<file path="config.mk">
export PLATFORM = sky130hd
export DESIGN_NAME = pip_ram
export DESIGN_NICKNAME = d
export VERILOG_FILES = /design/src/rtl/core/pip_ram.sv
export SDC_FILE = /design/constraint.sdc
export NUM_CORES = 2
export LEC_CHECK = 0
export BUFFER_PORTS_ARGS = -buffer_cell sky130_fd_sc_hd__clkbuf_2
export CAP_MARGIN = 10
export CORE_MARGIN = 4
export CORE_UTILIZATION = 40
export CTS_CLUSTER_SIZE = 25
export DETAILED_ROUTE_END_ITERATION = 8
export SKIP_LAST_GASP = 1
export SYNTH_ARGS = -nofsm -noshare
export SYNTH_HDL_FRONTEND = slang
export SYNTH_SLANG_ARGS = --single-unit
</file>
<file path="constraint.sdc">
create_clock -name clk -period 3.6 [get_ports clk]
set_input_delay 0.72 -clock clk [delete_from_list [all_inputs] [get_ports clk]]
set_output_delay 0.72 -clock clk [all_outputs]
set_load 0.005 [all_outputs]
</file>
<file path="src/rtl/core/pip_ram.sv">
// Generic single-write, single-read RAM with registered read data.
module pip_ram #(
  parameter int WIDTH = 32,
  parameter int DEPTH = 64
) (
  input  logic                     clk,
  input  logic                     wr_en,
  input  logic [$clog2(DEPTH)-1:0] wr_addr,
  input  logic [WIDTH-1:0]         wr_data,
  input  logic                     rd_en,
  input  logic [$clog2(DEPTH)-1:0] rd_addr,
  output logic [WIDTH-1:0]         rd_data
);

  logic [WIDTH-1:0] mem [DEPTH];

  always_ff @(posedge clk) begin
    if (wr_en) begin
      mem[wr_addr] <= wr_data;
    end
    if (rd_en) begin
      rd_data <= mem[rd_addr];
    end
  end

endmodule

</file>
# == Word level (Yosys, flattened, before mapping) ==
# Memories as Yosys holds them, arrays and structs flattened. A register that Yosys moved wholly into a read port is not among the register bits.
# Cells that the tools add are included.
# W data, S select, Z words.
# totals
ff_bits,0
ram_bits,2048
input_bits,47
out_inout_bits,32
n_memories,1
# classes
muxes,2
# mem_list
name,words,word_bits,rd,rd_clocked_by_memory_dff,write_ports,line,rtl
mem,64,32,1,1,1,15,logic [WIDTH-1:0] mem [DEPTH];
# op_table
operator,n
$mux W1,2

# == Logic depth before layout (Yosys ltp) ==
# depth
ltp_word,2
depth_mapped,10
ltp_nobuf,5

# == Worst setup path after synthesis ==
# Ideal clock, no wire load.
# synth_path
kind,input to register
startpoint,input port wr_addr[3]
endpoint,memory mem[48][0] (enable)
setup_time_ns,0.461
arrival_time_ns,3.419
t_required_ns,3.139
slack_ns,-0.280
path_stages,4
cell_sequence,clkbuf_1 nor2b_1 nand4b_1 nor3_1
# synth_lines
item,line,rtl
"start, declared",8,"input logic [$clog2(DEPTH)-1:0] wr_addr,"
"end, declared",15,
# No word-level cell before the write port.

==> summary.txt <==
Min path
  • Hold Path Depth: 1
  • Startpoint of the worst hold path: wr_data[19]
  • Hold Crit Class: input port to flip-flop
  • Worst hold path endpoint: mem[24][19]

Detailed routing
  • Remaining antenna violation count: 0
  • DRT Wirelength: 210000 microns
  • TritonRoute pass-1 iters: 6
  • Via/cell ratio: 5.76
  • 1st-iter DRT viols: 4409
  • DRC Markers: 0
  • DR vias: 37400
  • Avg WL per Cell: 32.3 microns

Clock network
  • Clock root buffer: clkbuf_16
  • Post-CTS Setup Repair Bufs: 0
  • Post_cts resized: 0
  • TritonCTS Buffers: 200
  • Worst-path clk slew: 0.06 ns
  • CTS Sinks: 2080
  • Clk_lat worst skew: 0.83 ns
  • Hold Buf Count CTS: 0
  • CTS tree: built
  • CTS max path bufs: 3
  • H-tree Lvls: 4

Logic synthesis
  • Mapped Cells: 3324
  • Post-synthesis sequential area ratio: 0.792
  • Synthesized cell area: 78800 sq um
  • Mapped Avg Cell Area: 23.7 sq um
  • Syn_nets: 3371
  • Synth warn: 0
  • #FFs+latches synth: 2080
  • Distinct cells, synth: 33

Die
  • Initial Util: 0.403
  • I/O pins: 79
  • Core Footprint: 195000 sq um
  • Die width: 452 microns
  • Full die area: 204000 sq um
  • Die height: 452 microns
  • Rows: 162

Finish
  • Synth-to-Final Area Change: 16.3%
  • Fillers: 15900
  • Final net count: 3757
  • Finished Core Util: 0.469
  • Layout cell share with drive strength beyond 1: 0.321

Place
  • I/O Buffers: 78
  • RePlAce Congestion: 0.789
  • Place WS: -0.271 ns
  • Placed wire-length estimate: 120000 microns

GRT
  • Largest net degree at the start of global routing: 65
  • Met2 Usage GRT: 0.333
  • Remaining global-route overflow: 0
  • Initial antenna violation count: 14
  • Total GRT Usage: 0.206
  • Met1 Usage GRT: 0.291
  • Vias in the first global route: 37900
  • Grt met3 use: 0.0372
  • First-pass GRT wire length: 297000 microns
  • Gr busiest metal: met2

STA
  • Skew final: 0.0231 ns
  • Final period utilization: 0.850
  • Worst setup margin: 0.540 ns
  • Final slew viol count: 0
  • TNS Setup: 0 ns
  • Hold slack: 0.333 ns
  • Tightest Pin Transition: 1.26 ns
  • RSZ-0062 raised after global routing: false
  • Fmax: 327 MHz
  • Setup violations, final: 0
  • Hold Fails Final Rpt: 0
  • Max_slew headroom: 0.160
  • Post-layout min period: 3.06 ns

Worst setup path
  • Arr. time, crit path: 3.59 ns
  • Worst r2r src: mem[14][11]
  • Setup CP Type: input port to flip-flop
  • Reg2Reg Depth: 4
  • Critical Path End Type: flip-flop
  • Crit start category: input port
  • Reg2Reg Setup Slack: 1.09 ns
  • FF-to-FF End: rd_data[11]
  • Crit-path max FO: 41
  • CP Data Required Time: 4.13 ns

Power and ir drop
  • Switch share: 0.211
  • Pleak: 28.5 nW
  • Logic pwr share: 0.054
  • Peak VDD IR: 0.457 mV
  • Pint: 39.1 mW
  • Clk pwr share: 0.401
  • Net Sw Power: 10.4 mW
  • PD cells: 541 nW/um^2
  • Register share of total power: 0.544

Flow run
  • Max cap viols: 0

Run status
  • Run status: finished, final reports clean
==> worst max-delay path: stages <==
cell,delay [ns]
buf_8,0.21
buf_12,0.33
buf_4,0.31
mux4_2,0.54
mux4_2,0.48
o22ai_1,0.79
nor2_1,0.10
==> flip-flops by register name, summed over array words and instances (netlist names) <==
register	flops
mem	2048
rd_data	32
==> placed cells by master (no fill, tap or decap), types with 4 or more instances in the layout <==
cell type | synthesis | routed
clkbuf_1 | 74 | 48
buf_4 | 25 | 195
nor2_1 | 137 | 75
nor3_1 | 7 | 5
clkinv_2 | 0 | 36
bufinv_16 | 0 | 12
inv_6 | 0 | 6
buf_12 | 0 | 92
a21oi_1 | 62 | 62
clkbuf_2 | 0 | 74
nand3_1 | 5 | 5
and3_1 | 4 | 4
o221ai_1 | 27 | 27
nor2_4 | 0 | 62
mux4_2 | 544 | 544
nand2b_1 | 8 | 7
nand2_1 | 26 | 26
clkinv_1 | 0 | 48
a22oi_1 | 12 | 12
a41o_1 | 4 | 4
a311oi_1 | 8 | 7
nor2b_1 | 15 | 15
edfxtp_1 | 2080 | 2080
o32ai_1 | 4 | 4
mux2i_1 | 93 | 93
clkbuf_16 | 0 | 204
o22ai_1 | 84 | 84
nand3b_1 | 5 | 5
diode_2 | 0 | 14
==> metal layers <==
| layer | vias to the layer above | share of wire |
|---|---|---|
| met5 | - | 0 |
| met4 | 0 | 0.028 |
| met3 | 276 | 0.079 |
| met2 | 1568 | 0.49 |
| met1 | 20500 | 0.40 |
| li1 | 15100 | - |
==> power by group through the flow <==
stage	registers [mW]	clock network, mW	logic (mW)
3_3_place_gp	27.5	0	2.70
6_report	27.0	19.9	2.70
2_1_floorplan	27.4	0	1.31
3_5_place_dp	27.5	0	2.73
5_1_grt	26.9	21.3	2.85
4_1_cts	27.0	20.3	2.73
==> through the flow <==
stage               cell area (sq um)  cells  power [mW]
floorplan                       78800   3324        28.7
global placement                85400   6129        30.2
detailed placement              85400   6129        30.2
CTS                             91500   6488        49.9
global route                    91600   6494        51.1
finish                          91600   6505        49.5
==> logic make-up (layout without fill, tap and decap cells) <==
family / after synthesis / count (layout) / synth area share
compound gates: 202 / 202 / 0.0167
simple gates: 223 / 223 / 0.0126
buf+inv: 182 / 725 / 0.0112
mux: 637 / 637 / 0.167
flops: 2080 / 2080 / 0.792
other cells: 0 / 14 / 0
==> worst max path at each step <==
stage | from | cells past startpoint | to | slack (ns)
after floorplan | wr_addr[5] | 4 | mem[39][0] | 0.23
after global placement | rd_addr[0] | 7 | rd_data[11] | -0.29
after detailed placement | rd_addr[0] | 7 | rd_data[11] | -0.27
after CTS | rd_addr[0] | 7 | rd_data[11] | 0.62
after global routing | rd_addr[0] | 7 | rd_data[11] | 0.50
final | rd_addr[0] | 7 | rd_data[11] | 0.54
==> Yosys cell counts <==
| cell | number | share of area |
|---|---|---|
| nand2_1 | 26 | 0.0012 |
| clkbuf_1 | 74 | 0.0035 |
| a22oi_1 | 12 | 0.0011 |
| edfxtp_1 | 2080 | 0.79 |
| nor2_1 | 137 | 0.0065 |
| nand3_1 | 5 | 0.00032 |
| a31oi_1 | 1 | 0.000079 |
| buf_2 | 57 | 0.0036 |
| nand2b_1 | 8 | 0.00063 |
| a21oi_1 | 62 | 0.0039 |
| o32ai_1 | 4 | 0.00044 |
| mux4_2 | 544 | 0.16 |
| or2_2 | 1 | 0.000079 |
| or3_1 | 3 | 0.00024 |
| o221ai_1 | 27 | 0.0030 |
| buf_4 | 25 | 0.0024 |
| or2_0 | 1 | 0.000079 |
| or3b_1 | 2 | 0.00022 |
| buf_1 | 21 | 0.0010 |
| nor3_1 | 7 | 0.00044 |
| o22ai_1 | 84 | 0.0067 |
| and2_1 | 2 | 0.00016 |
| nor2b_1 | 15 | 0.0012 |
| and3_1 | 4 | 0.00032 |
| mux2i_1 | 93 | 0.012 |
| a41o_1 | 4 | 0.00051 |
| nand4_1 | 2 | 0.00016 |
| or3b_2 | 3 | 0.00033 |
| buf_6 | 5 | 0.00071 |
| or2_1 | 1 | 0.000079 |
| nand3b_1 | 5 | 0.00048 |
| a311oi_1 | 8 | 0.00089 |
| nand4b_1 | 1 | 0.00011 |
==> cell type report <==
type                       instances  area [sq um]  area share
sequential                      2080         62500       0.682
antenna                           14          35.0    0.000382
multi-input combinational       1062         16000       0.174
timing repair buffer             366          3760      0.0410
clock inverter                   107           837     0.00913
clock buffer                     252          5290      0.0577
tap                             2624          3280      0.0358
Note: power is estimated with default switching activity, not from simulation.
